File: src/rtl/assert_macros.svh
// Assertion macros used by the top level of the text console cursor engine.
// Each macro takes a label, the clock and the expressions; ASSERT_SAME also takes the active-low reset.
`ifndef ASSERT_MACROS_SVH
`define ASSERT_MACROS_SVH

// Checks that the consequent holds in the same cycle as the antecedent.
`define ASSERT_SAME(label, clk, rst_n, ante, cons) \
    label: assert property (@(posedge clk) disable iff (!(rst_n)) (ante) |-> (cons)) \
        else $error("assertion failed");

// Checks that the consequent holds in the cycle after the antecedent.
`define ASSERT_NEXT(label, clk, ante, cons) \
    label: assert property (@(posedge clk) (ante) |=> (cons)) \
        else $error("assertion failed");

`endif

File: src/rtl/tcce_pkg.sv
// Package of the text console cursor engine: codes, reset values and types.
// Used by every module; depends on nothing.
package tcce_pkg;

    localparam logic [7:0] CodeNewline   = 8'd13;
    localparam logic [7:0] CodeBackspace = 8'd8;
    localparam logic [7:0] GlyphSpace    = 8'd32;

    localparam logic [7:0] ColumnCountReset  = 8'd80;
    localparam logic [7:0] RowCountReset     = 8'd24;
    localparam logic [7:0] LeftMarginReset   = 8'd0;
    localparam logic [7:0] RightMarginReset  = 8'd0;
    localparam logic [7:0] ScrollTopRowReset = 8'd0;

    localparam int QueueDepthDefault = 2;
    localparam int CfgIndexWidth     = 3;

    typedef enum logic [CfgIndexWidth-1:0] {
        CFG_COLUMN_COUNT   = 3'd0,
        CFG_ROW_COUNT      = 3'd1,
        CFG_LEFT_MARGIN    = 3'd2,
        CFG_RIGHT_MARGIN   = 3'd3,
        CFG_SCROLL_TOP_ROW = 3'd4
    } t_cfg_index;

    typedef enum logic [1:0] {
        ACT_MOVE   = 2'd0,
        ACT_DRAW   = 2'd1,
        ACT_SCROLL = 2'd2
    } t_action;

    typedef enum logic [1:0] {
        OP_NEWLINE   = 2'd0,
        OP_BACKSPACE = 2'd1,
        OP_DRAW      = 2'd2
    } t_op_kind;

    typedef struct packed {
        t_op_kind   kind;
        logic [7:0] code;
    } t_op;

    typedef struct packed {
        logic [7:0] column_count;
        logic [7:0] row_count;
        logic [7:0] left_margin;
        logic [7:0] right_margin;
        logic [7:0] scroll_top_row;
    } t_cfg;

    typedef struct packed {
        logic [7:0] row;
        logic [7:0] column;
    } t_pos;

    typedef struct packed {
        logic valid;
        logic ready;
    } t_q_handshake;

endpackage

File: src/rtl/tcce_in_if.sv
// Input channel of the text console cursor engine: one character code per word.
// Depends on nothing but the clocking of the modules that use it.
interface tcce_in_if;
    logic       valid;
    logic       ready;
    logic [7:0] char_code;

    modport source (output valid, output char_code, input ready);
    modport sink (input valid, input char_code, output ready);
endinterface

File: src/rtl/tcce_out_if.sv
// Result channel of the text console cursor engine: one screen action per word.
// Depends on nothing but the clocking of the modules that use it.
interface tcce_out_if;
    logic       valid;
    logic       ready;
    logic [1:0] action;
    logic [7:0] draw_row;
    logic [7:0] draw_column;
    logic [7:0] glyph;
    logic [7:0] cursor_row;
    logic [7:0] cursor_column;
    logic       last;

    modport source (output valid, output action, output draw_row, output draw_column,
                    output glyph, output cursor_row, output cursor_column, output last,
                    input ready);
    modport sink (input valid, input action, input draw_row, input draw_column,
                  input glyph, input cursor_row, input cursor_column, input last,
                  output ready);
endinterface

File: src/rtl/tcce_front.sv
// Front stage: accepts character words, classifies them and offers them to the queue.
// Depends on tcce_pkg and tcce_in_if.
module tcce_front (
    input  logic                    i_clk,
    input  logic                    i_rst_n,
    tcce_in_if.sink                 i_in,
    output tcce_pkg::t_op           o_op,
    output tcce_pkg::t_q_handshake  o_push,
    input  logic                    i_q_ready
);

    logic          r_valid;
    tcce_pkg::t_op r_op;
    tcce_pkg::t_op n_op;
    logic          w_take;

    assign i_in.ready = !r_valid || i_q_ready;
    assign w_take     = i_in.valid && i_in.ready;

    always_comb begin
        n_op.code = i_in.char_code;
        unique case (i_in.char_code)
            tcce_pkg::CodeNewline:   n_op.kind = tcce_pkg::OP_NEWLINE;
            tcce_pkg::CodeBackspace: n_op.kind = tcce_pkg::OP_BACKSPACE;
            default:                 n_op.kind = tcce_pkg::OP_DRAW;
        endcase
    end

    always_ff @(posedge i_clk) begin
        if (!i_rst_n) begin
            r_valid <= 1'b0;
        end else if (i_in.ready) begin
            r_valid <= i_in.valid;
        end
    end

    always_ff @(posedge i_clk) begin
        if (w_take) begin
            r_op <= n_op;
        end
    end

    assign o_op         = r_op;
    assign o_push.valid = r_valid;
    assign o_push.ready = i_q_ready;

endmodule

File: src/rtl/tcce_queue.sv
// Short first-in first-out queue of classified operations between front and back.
// Depends on tcce_pkg.
module tcce_queue #(
    parameter int Depth = tcce_pkg::QueueDepthDefault
) (
    input  logic                    i_clk,
    input  logic                    i_rst_n,
    input  tcce_pkg::t_op           i_op,
    input  logic                    i_push,
    output logic                    o_ready,
    output tcce_pkg::t_op           o_op,
    output logic                    o_valid,
    input  logic                    i_pop
);

    localparam int PtrW = $clog2(Depth);
    localparam int CntW = $clog2(Depth + 1);

    tcce_pkg::t_op   r_mem [Depth];
    logic [PtrW-1:0] r_wr_ptr;
    logic [PtrW-1:0] r_rd_ptr;
    logic [CntW-1:0] r_count;
    logic            w_push;
    logic            w_pop;

    assign o_ready = r_count != CntW'(Depth);
    assign o_valid = r_count != '0;
    assign w_push  = i_push && o_ready;
    assign w_pop   = i_pop && o_valid;
    assign o_op    = r_mem[r_rd_ptr];

    always_ff @(posedge i_clk) begin
        if (w_push) begin
            r_mem[r_wr_ptr] <= i_op;
        end
    end

    always_ff @(posedge i_clk) begin
        if (!i_rst_n) begin
            r_wr_ptr <= '0;
            r_rd_ptr <= '0;
            r_count  <= '0;
        end else begin
            if (w_push) begin
                r_wr_ptr <= (r_wr_ptr == PtrW'(Depth - 1)) ? '0 : r_wr_ptr + 1'b1;
            end
            if (w_pop) begin
                r_rd_ptr <= (r_rd_ptr == PtrW'(Depth - 1)) ? '0 : r_rd_ptr + 1'b1;
            end
            if (w_push && !w_pop) begin
                r_count <= r_count + 1'b1;
            end else if (w_pop && !w_push) begin
                r_count <= r_count - 1'b1;
            end
        end
    end

endmodule

File: src/rtl/tcce_back.sv
// Back stage: holds the cursor and turns each queued operation into action words.
// Depends on tcce_pkg and tcce_out_if.
module tcce_back (
    input  logic            i_clk,
    input  logic            i_rst_n,
    input  tcce_pkg::t_cfg  i_cfg,
    input  tcce_pkg::t_op   i_op,
    input  logic            i_op_valid,
    output logic            o_pop,
    tcce_out_if.source      o_out
);

    logic [7:0]       r_cur_row;
    logic [7:0]       r_cur_col;
    logic             r_phase;
    logic             r_out_valid;
    tcce_pkg::t_action r_action;
    logic [7:0]       r_draw_row;
    logic [7:0]       r_draw_col;
    logic [7:0]       r_glyph;
    logic [7:0]       r_out_row;
    logic [7:0]       r_out_col;
    logic             r_last;

    logic             n_phase;
    tcce_pkg::t_pos   n_pos;
    tcce_pkg::t_action n_action;
    logic [7:0]       n_draw_row;
    logic [7:0]       n_draw_col;
    logic [7:0]       n_glyph;
    logic             n_last;

    tcce_pkg::t_pos   w_cur;
    tcce_pkg::t_pos   w_back;
    tcce_pkg::t_pos   w_nl;
    logic             w_scroll;
    logic             w_fire;

    function automatic tcce_pkg::t_pos step_back(tcce_pkg::t_pos p, tcce_pkg::t_cfg c);
        tcce_pkg::t_pos q;
        q = p;
        if (p.column > c.left_margin) begin
            q.column = p.column - 8'd1;
        end else if (p.row != 8'd0) begin
            q.column = c.column_count - c.right_margin - 8'd1;
            q.row    = p.row - 8'd1;
        end
        return q;
    endfunction

    assign w_fire = i_op_valid && (!r_out_valid || o_out.ready);
    assign w_cur  = '{row: r_cur_row, column: r_cur_col};
    assign w_back = step_back(w_cur, i_cfg);

    always_comb begin
        w_scroll  = !(({1'b0, r_cur_row} + 9'd1) < {1'b0, i_cfg.row_count});
        w_nl.column = i_cfg.left_margin;
        w_nl.row    = w_scroll ? r_cur_row : r_cur_row + 8'd1;
    end

    always_comb begin
        n_pos      = w_cur;
        n_phase    = r_phase;
        n_action   = tcce_pkg::ACT_MOVE;
        n_draw_row = 8'd0;
        n_draw_col = 8'd0;
        n_glyph    = 8'd0;
        n_last     = 1'b0;
        o_pop      = 1'b0;
        if (w_fire) begin
            unique case (i_op.kind)
                tcce_pkg::OP_NEWLINE: begin
                    n_pos  = w_nl;
                    n_last = 1'b1;
                    o_pop  = 1'b1;
                    if (w_scroll) begin
                        n_action   = tcce_pkg::ACT_SCROLL;
                        n_draw_row = i_cfg.scroll_top_row;
                    end
                end
                tcce_pkg::OP_BACKSPACE: begin
                    n_pos = w_back;
                    if (!r_phase) begin
                        n_phase = 1'b1;
                        if (w_back.column < i_cfg.column_count) begin
                            n_action   = tcce_pkg::ACT_DRAW;
                            n_draw_row = w_back.row;
                            n_draw_col = w_back.column;
                            n_glyph    = tcce_pkg::GlyphSpace;
                            n_pos.column = w_back.column + 8'd1;
                        end
                    end else begin
                        n_phase = 1'b0;
                        n_last  = 1'b1;
                        o_pop   = 1'b1;
                    end
                end
                tcce_pkg::OP_DRAW: begin
                    if (!r_phase && (r_cur_col >= i_cfg.column_count)) begin
                        n_phase = 1'b1;
                        n_pos   = w_nl;
                        if (w_scroll) begin
                            n_action   = tcce_pkg::ACT_SCROLL;
                            n_draw_row = i_cfg.scroll_top_row;
                        end
                    end else begin
                        n_phase = 1'b0;
                        n_last  = 1'b1;
                        o_pop   = 1'b1;
                        if (r_cur_col < i_cfg.column_count) begin
                            n_action     = tcce_pkg::ACT_DRAW;
                            n_draw_row   = r_cur_row;
                            n_draw_col   = r_cur_col;
                            n_glyph      = i_op.code;
                            n_pos.column = r_cur_col + 8'd1;
                        end else begin
                            n_pos.column = i_cfg.column_count;
                        end
                    end
                end
                default: begin
                    n_phase = r_phase;
                end
            endcase
        end
    end

    always_ff @(posedge i_clk) begin
        if (!i_rst_n) begin
            r_cur_row   <= 8'd0;
            r_cur_col   <= 8'd0;
            r_phase     <= 1'b0;
            r_out_valid <= 1'b0;
        end else begin
            if (w_fire) begin
                r_cur_row   <= n_pos.row;
                r_cur_col   <= n_pos.column;
                r_phase     <= n_phase;
                r_out_valid <= 1'b1;
            end else if (o_out.ready) begin
                r_out_valid <= 1'b0;
            end
        end
    end

    always_ff @(posedge i_clk) begin
        if (w_fire) begin
            r_action   <= n_action;
            r_draw_row <= n_draw_row;
            r_draw_col <= n_draw_col;
            r_glyph    <= n_glyph;
            r_out_row  <= n_pos.row;
            r_out_col  <= n_pos.column;
            r_last     <= n_last;
        end
    end

    assign o_out.valid         = r_out_valid;
    assign o_out.action        = r_action;
    assign o_out.draw_row      = r_draw_row;
    assign o_out.draw_column   = r_draw_col;
    assign o_out.glyph         = r_glyph;
    assign o_out.cursor_row    = r_out_row;
    assign o_out.cursor_column = r_out_col;
    assign o_out.last          = r_last;

endmodule

File: src/rtl/text_console_cursor_engine.sv
// Top level of the text console cursor engine: configuration registers and wiring.
// Depends on tcce_pkg, tcce_in_if, tcce_out_if, tcce_front, tcce_queue, tcce_back.
//
// Usage: each input word on i_in carries one character code. Code 13 starts a new
// line, code 8 erases the cell behind the cursor, every other code is drawn at the
// cursor. Each input word yields one or two result words on o_out, and the final
// one of an input carries last. Results give the action, the cell that was drawn
// and the cursor position after the action, in character coordinates.
// The input word passes through the front register and the queue, after which the
// back stage registers its result. The back stage emits one result word per cycle
// while the receiver takes them, and holds an input until its last result word is
// issued; the front stage and the queue take a new input word every cycle while
// there is room.
// Configuration writes on i_cfg_we are taken at any edge and are meant for idle.
// Reset sets the registers to 80 columns, 24 rows and zero margins and split row,
// and places the cursor at row 0, column 0. A stalled receiver holds the result
// word in the output register; the queue fills and then i_in.ready goes low.
`include "assert_macros.svh"

module text_console_cursor_engine #(
    parameter int QueueDepth = tcce_pkg::QueueDepthDefault
) (
    input  logic                               i_clk,
    input  logic                               i_rst_n,
    tcce_in_if.sink                            i_in,
    tcce_out_if.source                         o_out,
    input  logic                               i_cfg_we,
    input  logic [tcce_pkg::CfgIndexWidth-1:0] i_cfg_index,
    input  logic [7:0]                         i_cfg_data
);

    tcce_pkg::t_cfg         r_cfg;
    tcce_pkg::t_op          w_front_op;
    tcce_pkg::t_q_handshake w_push;
    logic                   w_q_ready;
    tcce_pkg::t_op          w_head_op;
    logic                   w_head_valid;
    logic                   w_pop;

    always_ff @(posedge i_clk) begin
        if (!i_rst_n) begin
            r_cfg.column_count   <= tcce_pkg::ColumnCountReset;
            r_cfg.row_count      <= tcce_pkg::RowCountReset;
            r_cfg.left_margin    <= tcce_pkg::LeftMarginReset;
            r_cfg.right_margin   <= tcce_pkg::RightMarginReset;
            r_cfg.scroll_top_row <= tcce_pkg::ScrollTopRowReset;
        end else if (i_cfg_we) begin
            unique case (tcce_pkg::t_cfg_index'(i_cfg_index))
                tcce_pkg::CFG_COLUMN_COUNT:   r_cfg.column_count   <= i_cfg_data;
                tcce_pkg::CFG_ROW_COUNT:      r_cfg.row_count      <= i_cfg_data;
                tcce_pkg::CFG_LEFT_MARGIN:    r_cfg.left_margin    <= i_cfg_data;
                tcce_pkg::CFG_RIGHT_MARGIN:   r_cfg.right_margin   <= i_cfg_data;
                tcce_pkg::CFG_SCROLL_TOP_ROW: r_cfg.scroll_top_row <= i_cfg_data;
                default: begin
                    r_cfg <= r_cfg;
                end
            endcase
        end
    end

    tcce_front u_front (
        .i_clk     (i_clk),
        .i_rst_n   (i_rst_n),
        .i_in      (i_in),
        .o_op      (w_front_op),
        .o_push    (w_push),
        .i_q_ready (w_q_ready)
    );

    tcce_queue #(
        .Depth (QueueDepth)
    ) u_queue (
        .i_clk   (i_clk),
        .i_rst_n (i_rst_n),
        .i_op    (w_front_op),
        .i_push  (w_push.valid && w_push.ready),
        .o_ready (w_q_ready),
        .o_op    (w_head_op),
        .o_valid (w_head_valid),
        .i_pop   (w_pop)
    );

    tcce_back u_back (
        .i_clk      (i_clk),
        .i_rst_n    (i_rst_n),
        .i_cfg      (r_cfg),
        .i_op       (w_head_op),
        .i_op_valid (w_head_valid),
        .o_pop      (w_pop),
        .o_out      (o_out)
    );

    `ASSERT_SAME(a_draw_advances, i_clk, i_rst_n,
        o_out.valid && (o_out.action == tcce_pkg::ACT_DRAW),
        (o_out.cursor_column == 8'(o_out.draw_column + 8'd1)))
    `ASSERT_SAME(a_scroll_fields, i_clk, i_rst_n,
        o_out.valid && (o_out.action == tcce_pkg::ACT_SCROLL),
        (o_out.draw_row == r_cfg.scroll_top_row) &&
        (o_out.cursor_column == r_cfg.left_margin) && (o_out.glyph == 8'd0))
    `ASSERT_NEXT(a_reset_empties, i_clk, !i_rst_n, !o_out.valid && !w_head_valid)

endmodule
File: src/flat_wrapper.sv
// flat-port wrapper written by rule: the top's interface ports become plain ports
module text_console_cursor_engine_flat 
#(
    parameter int QueueDepth = tcce_pkg::QueueDepthDefault
)
  (i_clk, i_rst_n, i_cfg_we, i_cfg_index, i_cfg_data, i_in_valid, i_in_char_code, i_in_ready, o_out_valid, o_out_action, o_out_draw_row, o_out_draw_column, o_out_glyph, o_out_cursor_row, o_out_cursor_column, o_out_last, o_out_ready);
  tcce_in_if i_in_i ();
  tcce_out_if o_out_i ();
  input  logic i_clk;
  input  logic i_rst_n;
  input  logic i_cfg_we;
  input  logic [tcce_pkg::CfgIndexWidth-1:0] i_cfg_index;
  input  logic [7:0] i_cfg_data;
  input wire logic [$bits(i_in_i.valid)-1:0] i_in_valid;
  input wire logic [$bits(i_in_i.char_code)-1:0] i_in_char_code;
  output wire logic [$bits(i_in_i.ready)-1:0] i_in_ready;
  output wire logic [$bits(o_out_i.valid)-1:0] o_out_valid;
  output wire logic [$bits(o_out_i.action)-1:0] o_out_action;
  output wire logic [$bits(o_out_i.draw_row)-1:0] o_out_draw_row;
  output wire logic [$bits(o_out_i.draw_column)-1:0] o_out_draw_column;
  output wire logic [$bits(o_out_i.glyph)-1:0] o_out_glyph;
  output wire logic [$bits(o_out_i.cursor_row)-1:0] o_out_cursor_row;
  output wire logic [$bits(o_out_i.cursor_column)-1:0] o_out_cursor_column;
  output wire logic [$bits(o_out_i.last)-1:0] o_out_last;
  input wire logic [$bits(o_out_i.ready)-1:0] o_out_ready;
  assign i_in_i.valid = i_in_valid;
  assign i_in_i.char_code = i_in_char_code;
  assign i_in_ready = i_in_i.ready;
  assign o_out_valid = o_out_i.valid;
  assign o_out_action = o_out_i.action;
  assign o_out_draw_row = o_out_i.draw_row;
  assign o_out_draw_column = o_out_i.draw_column;
  assign o_out_glyph = o_out_i.glyph;
  assign o_out_cursor_row = o_out_i.cursor_row;
  assign o_out_cursor_column = o_out_i.cursor_column;
  assign o_out_last = o_out_i.last;
  assign o_out_i.ready = o_out_ready;
  text_console_cursor_engine #(.QueueDepth(QueueDepth)) u_core (.i_clk(i_clk), .i_rst_n(i_rst_n), .i_in(i_in_i), .o_out(o_out_i), .i_cfg_we(i_cfg_we), .i_cfg_index(i_cfg_index), .i_cfg_data(i_cfg_data));
endmodule
File: config.mk
export PLATFORM = sky130hd
export DESIGN_NAME = text_console_cursor_engine_flat
export DESIGN_NICKNAME = d
export VERILOG_FILES = /design/src/rtl/tcce_pkg.sv /design/src/rtl/tcce_in_if.sv /design/src/rtl/tcce_out_if.sv /design/src/rtl/tcce_front.sv /design/src/rtl/tcce_queue.sv /design/src/rtl/tcce_back.sv /design/src/rtl/text_console_cursor_engine.sv /design/src/flat_wrapper.sv
export VERILOG_INCLUDE_DIRS = /design/src /design/src/rtl
export SDC_FILE = /design/constraint.sdc
export NUM_CORES = 1
export LEC_CHECK = 0
export BUFFER_PORTS_ARGS = -buffer_cell sky130_fd_sc_hd__buf_4
export CORE_ASPECT_RATIO = 2
export CORE_UTILIZATION = 33
export CTS_CLUSTER_DIAMETER = 100
export CTS_CLUSTER_SIZE = 30
export DETAILED_ROUTE_END_ITERATION = 10
export SLEW_MARGIN = 20
export SYNTH_ARGS = -nofsm -noshare
export SYNTH_HDL_FRONTEND = slang
export SYNTH_SLANG_ARGS = --single-unit
File: constraint.sdc
create_clock -name i_clk -period 5.99 [get_ports i_clk]
set_input_delay 0.599 -clock i_clk [delete_from_list [all_inputs] [get_ports i_clk]]
set_output_delay 0.599 -clock i_clk [all_outputs]
set_load 0.005 [all_outputs]
==> qor.yml, run 1 <==
n_fill_cell: 2351
dp_hpwl_um: 17400
synth_area_leaders: "edfxtp_1, dfxtp_1, ha_1, nand2_1, a21boi_0"
cts.sinks: 137
hold_violations: 0
worstPathCellList: "ha_1 > nor2b_1 > o211ai_1 > a211o_1 > nand3_1 > o32ai_1 > a21o_1 > ha_1 > a21o_1 > a21oi_1 > o22ai_1 > or3_1 > a211oi_4 > and3_1 > nand3_1 > xnor2_1 > a221o_1 > mux2_2"
antenna_left: 0
synth_top_area_cell: "edfxtp_1"
cts_resized: 0
core_mm2: 0.0232
cts_setup_buffers: 0
post-route-period-util_pct: 87.4
clock_skew_ns: 0.0184
rows: 79
insertion_delay_ns: 0.44
syn_area_per_cell_um2: 9.38
top_register: "u_core.r_cfg"
synth_nets: 902
overflow: 0
ys_seq_area_share_pct: 44.6
cpPeakStageDelay_ns: 0.58
multi_input_area_mm2: 0.00394
die_area_mm2: 0.0242
die_h_um: 219
clockBufferDepth: 2
drv_cap: 0
dieWidth_um: 111
syn_area_mm2: 0.00778
crit_type: "reg -> reg"
setup_viol: 0
numCtsBuffers: 17
slew_violations: 0
grt_max_degree: 65
synth_top_flop_cell: "edfxtp_1"
fin_nets: 959
clk_pin_slew_ns: 0.07
drt_wl_total_um: 22900
required_ns: 6.18
antenna_found_initial: 0
whs_ns: 0.335
grt_pass1_wl_um: 35400
yosysUniqueCellTypes: 70
synth_cells: 829
ff2ff_setup_slack_ns: 0.75
seqCellArea_mm2: 0.00347
root_buffer: "clkbuf_16"
fin_setup_tns_ns: 0
cp_data_arrival_time_ns: 5.43
wl_per_cell_um: 19.4
ios: 69
h-tree-depth: 4
crit_path_end: "u_core.u_back.o_out.cursor_column[5]"
drive_gt1_share_pct: 15.8
synth_seq_cells: 137
synth_edf_count: 73
max_freq_ghz: 0.191
vias_per_cell: 5.43
yosysWarnings: 0
area_growth_pct: 17.8
status: "complete, no violations"
r2r_end: "u_core.u_back.o_out.cursor_column[5]"
ctsHoldBuffers: 0
slowest_stage: "dfxtp_1"
start_util_pct: 33.5
crit_start: "u_core.u_back.r_cur_col[1]"
crit_fanout: 10
io_buffers: 68
dr.pass1.iters: 5
layout_common_cells: "nand2_1, buf_4, edfxtp_1"
r2r_start: "u_core.u_back.r_cur_col[1]"
min_path_type: "in -> reg"
cts_tree: "yes"
path_buf_inv: 0
grt_pass1_vias: 6339
min_period_ns: 5.24
synth_top_area_share_pct: 28.2
vias: 6413
largest_register_ffs: 40
critPathLaunchType: "flop"
rr_worst_depth: 18
place.gp.congestion: 0.935
diodes: 0
rsz0062_at_grt: "no"
drt_iter0_markers: 346
worst_pin_slew_ns: 0.851
path_depth: 18
critPathTopFamily: "compound AO/OA/AOI/OAI gates"
cp-end-kind: "flop"
grt_usage_pct: 19.3
synth_async_sr_flop_share_pct: 0
drc: 0
relSlewSlack_pct: 43.1
final_common_cell: "nand2_1"
==> logic make-up after synthesis <==
| logic type | synth area share (%) |
|---|---|
| muxes | 2.51 |
| buffers and inverters | 4.73 |
| adders and majority gates | 7.98 |
| xor gates and xnor gates | 3.26 |
| and+or+nand+nor | 17.7 |
| AOI/OAI and AO/OA | 19.2 |
| DFF | 44.6 |
==> per-stage QoR <==
step / util (%) / instances / setup WS (ns) / cell area, um2
after floorplan: - / 829 / 1.26 / 7780
after global placement: 36.8 / 1150 / 0.904 / 8560
after detailed placement: 36.8 / 1150 / 0.785 / 8560
after CTS: 39.4 / 1182 / 0.769 / 9160
after global routing: 39.4 / 1182 / 0.465 / 9160
final: 39.4 / 1182 / 0.754 / 9160
==> worst min path at each step <==
stage / startpoint / end / cells past startpoint
final: i_in_char_code[1] / u_core.u_front.o_op[1] / 1
after global routing: i_in_char_code[1] / u_core.u_front.o_op[1] / 1
after CTS: i_in_char_code[1] / u_core.u_front.o_op[1] / 1
after detailed placement: u_core.u_front.o_op[4] / u_core.u_queue.r_mem[1][4] / 0
after global placement: u_core.u_front.o_op[6] / u_core.u_queue.r_mem[0][6] / 0
after floorplan: u_core.u_front.o_op[0] / u_core.u_queue.r_mem[0][0] / 0
==> routing by layer <==
layer,track usage [%],part of all wire [%],vias to the layer above
met5,0,0,-
met4,14.0,6.3,0
met3,2.98,4.1,74
met2,35.6,53,214
met1,19.5,37,3031
li1,-,-,3094
==> final cells by class <==
| cell class | count | area share [%] |
|---|---|---|
| timing repair buffer | 82 | 6.72 |
| inverter | 47 | 1.93 |
| clock inverter | 15 | 1.95 |
| tap | 283 | 3.86 |
| sequential | 137 | 37.9 |
| multi-input combinational | 601 | 43.0 |
| clock buffer | 17 | 4.64 |
==> cell usage after synthesis (14+ instances only) <==
cell        n
a21boi_0   42
a21oi_1    40
a22oi_1    14
clkbuf_1   36
dfxtp_1    64
edfxtp_1   73
ha_1       48
inv_1      46
mux2i_1    15
nand2_1   120
nand3_1    16
nor2_1     54
nor2b_1    14
nor3_1     20
o21ai_0    32
xnor2_1    20
==> worst reg2reg max path, cell delays in order, from the launching register on <==
cell and delay, ns:
dfxtp_1 0.58, ha_1 0.32, nor2b_1 0.13, o211ai_1 0.15
a211o_1 0.32, nand3_1 0.40, o32ai_1 0.25, a21o_1 0.23
ha_1 0.28, a21o_1 0.18, a21oi_1 0.14, o22ai_1 0.11
or3_1 0.36, a211oi_4 0.41, and3_1 0.28, nand3_1 0.10
xnor2_1 0.16, a221o_1 0.32, mux2_2 0.26
Power of run 1 is left out: the tool's default activity adds up to more than one toggle a clock period on the data nets, which glitch-free logic cannot reach.
==> run 2, diff against run 1 <==
--- a/config.mk
+++ b/config.mk
@@ -8,6 +8,7 @@
 export LEC_CHECK = 0
 export BUFFER_PORTS_ARGS = -buffer_cell sky130_fd_sc_hd__buf_4
 export CORE_ASPECT_RATIO = 2
+export CORE_MARGIN = 2
 export CORE_UTILIZATION = 33
 export CTS_CLUSTER_DIAMETER = 100
 export CTS_CLUSTER_SIZE = 30
==> qor.yml, run 2 (synthesized netlist as in run 1, its figures left out) <==
grt_max_degree: 65
final_common_cell: "nand2_1"
drt_wl_total_um: 23200
grt_pass1_wl_um: 35400
crit_fanout: 17
area_growth_pct: 17.7
fin_setup_tns_ns: 0
cts_tree: "yes"
cts_setup_buffers: 0
drc: 0
antenna_found_initial: 0
worst_pin_slew_ns: 0.874
io_buffers: 68
slew_violations: 0
grt_pass1_vias: 6185
drv_cap: 0
hold_violations: 0
cpPeakStageDelay_ns: 0.56
relSlewSlack_pct: 41.5
top_register: "u_core.r_cfg"
antenna_left: 0
fin_nets: 957
max_freq_ghz: 0.184
drt_iter0_markers: 318
diodes: 0
grt_usage_pct: 18.8
setup_viol: 0
dieWidth_um: 113
vias_per_cell: 5.42
ios: 69
place.gp.congestion: 0.951
cts_resized: 0
cp-end-kind: "flop"
die_area_mm2: 0.0249
worstPathCellList: "ha_1 > nor2b_1 > o211ai_1 > a211o_1 > nand2_1 > a21bo_2 > a21o_1 > ha_1 > a21o_1 > a21oi_1 > o22ai_1 > or3_1 > a211oi_4 > and3_1 > nand3_1 > xnor2_1 > a221o_1 > mux2_2"
required_ns: 6.19
start_util_pct: 33.5
root_buffer: "clkbuf_16"
h-tree-depth: 4
clock_skew_ns: 0.0107
cts.sinks: 137
core_mm2: 0.0232
clk_pin_slew_ns: 0.07
drive_gt1_share_pct: 15.6
numCtsBuffers: 17
status: "complete, no violations"
overflow: 0
dp_hpwl_um: 17700
crit_type: "reg -> reg"
rsz0062_at_grt: "no"
ctsHoldBuffers: 0
post-route-period-util_pct: 90.8
layout_common_cells: "nand2_1, buf_4, edfxtp_1"
clockBufferDepth: 2
insertion_delay_ns: 0.45
cp_data_arrival_time_ns: 5.64
wl_per_cell_um: 19.7
slowest_stage: "dfxtp_1"
largest_register_ffs: 40
critPathLaunchType: "flop"
vias: 6393
die_h_um: 221
min_path_type: "in -> reg"
dr.pass1.iters: 6
min_period_ns: 5.44
rows: 79
==> run 2: cell count changes in the layout (fill, tap and decap cells not counted) <==
cell,delta
clkinvlp_4,-2
buf_4,-2
inv_6,+2
clkinv_8,+1
clkinv_4,-1
==> run 2: final timing paths <==
kind / cells after the start / endpoint / startpoint / slack, ns
setup reg to reg: 18 / u_core.u_back.o_out.cursor_column[5] / u_core.u_back.r_cur_col[1] / 0.55
hold / removal: 1 / u_core.u_front.o_op[1] / i_in_char_code[1] / 0.33
hold reg to reg: 0 / u_core.u_queue.r_mem[0][3] / u_core.u_front.o_op[3] / 0.45
setup / recovery: 18 / u_core.u_back.o_out.cursor_column[5] / u_core.u_back.r_cur_col[1] / 0.55
==> run 2: critical path, delay by kind of cell (launching register included) <==
family | cells | cell delay, ns
DFF | 1 | 0.56
and+or+nand+nor | 5 | 1.36
xor gates and xnor gates | 1 | 0.17
adders and majority gates | 2 | 0.63
AOI/OAI and AO/OA | 9 | 2.22
muxes | 1 | 0.27
==> run 2: cell type report <==
type / count / area (um2)
multi-input combinational: 601 / 3940
clock buffer: 17 / 425
fill: 2288 / 14100
sequential: 137 / 3470
tap: 283 / 354
inverter: 47 / 176
clock inverter: 15 / 189
timing repair buffer: 80 / 601
==> run 2: routing by layer <==
layer	vias up	global-route usage [%]	routed length [um]
met3	57	3.51	1060
met5	-	0	0
met4	0	11.3	1300
li1	3090	-	-
met2	202	34.8	12600
met1	3044	19.1	8330
==> run 2: through the flow <==
stage / instances / cell area, um2 / worst slack, ns / util, % / hold slack [ns]
final: 1180 / 9160 / 0.549 / 39.4 / 0.326
after global routing: 1180 / 9160 / 0.238 / 39.4 / 0.313
after CTS: 1180 / 9160 / 0.585 / 39.4 / 0.316
after detailed placement: 1148 / 8540 / 0.597 / 36.8 / 0.429
after global placement: 1148 / 8540 / 0.651 / 36.8 / 0.424
after floorplan: 829 / 7780 / 1.26 / - / 0.421
Power of run 2 is left out for the same reason.
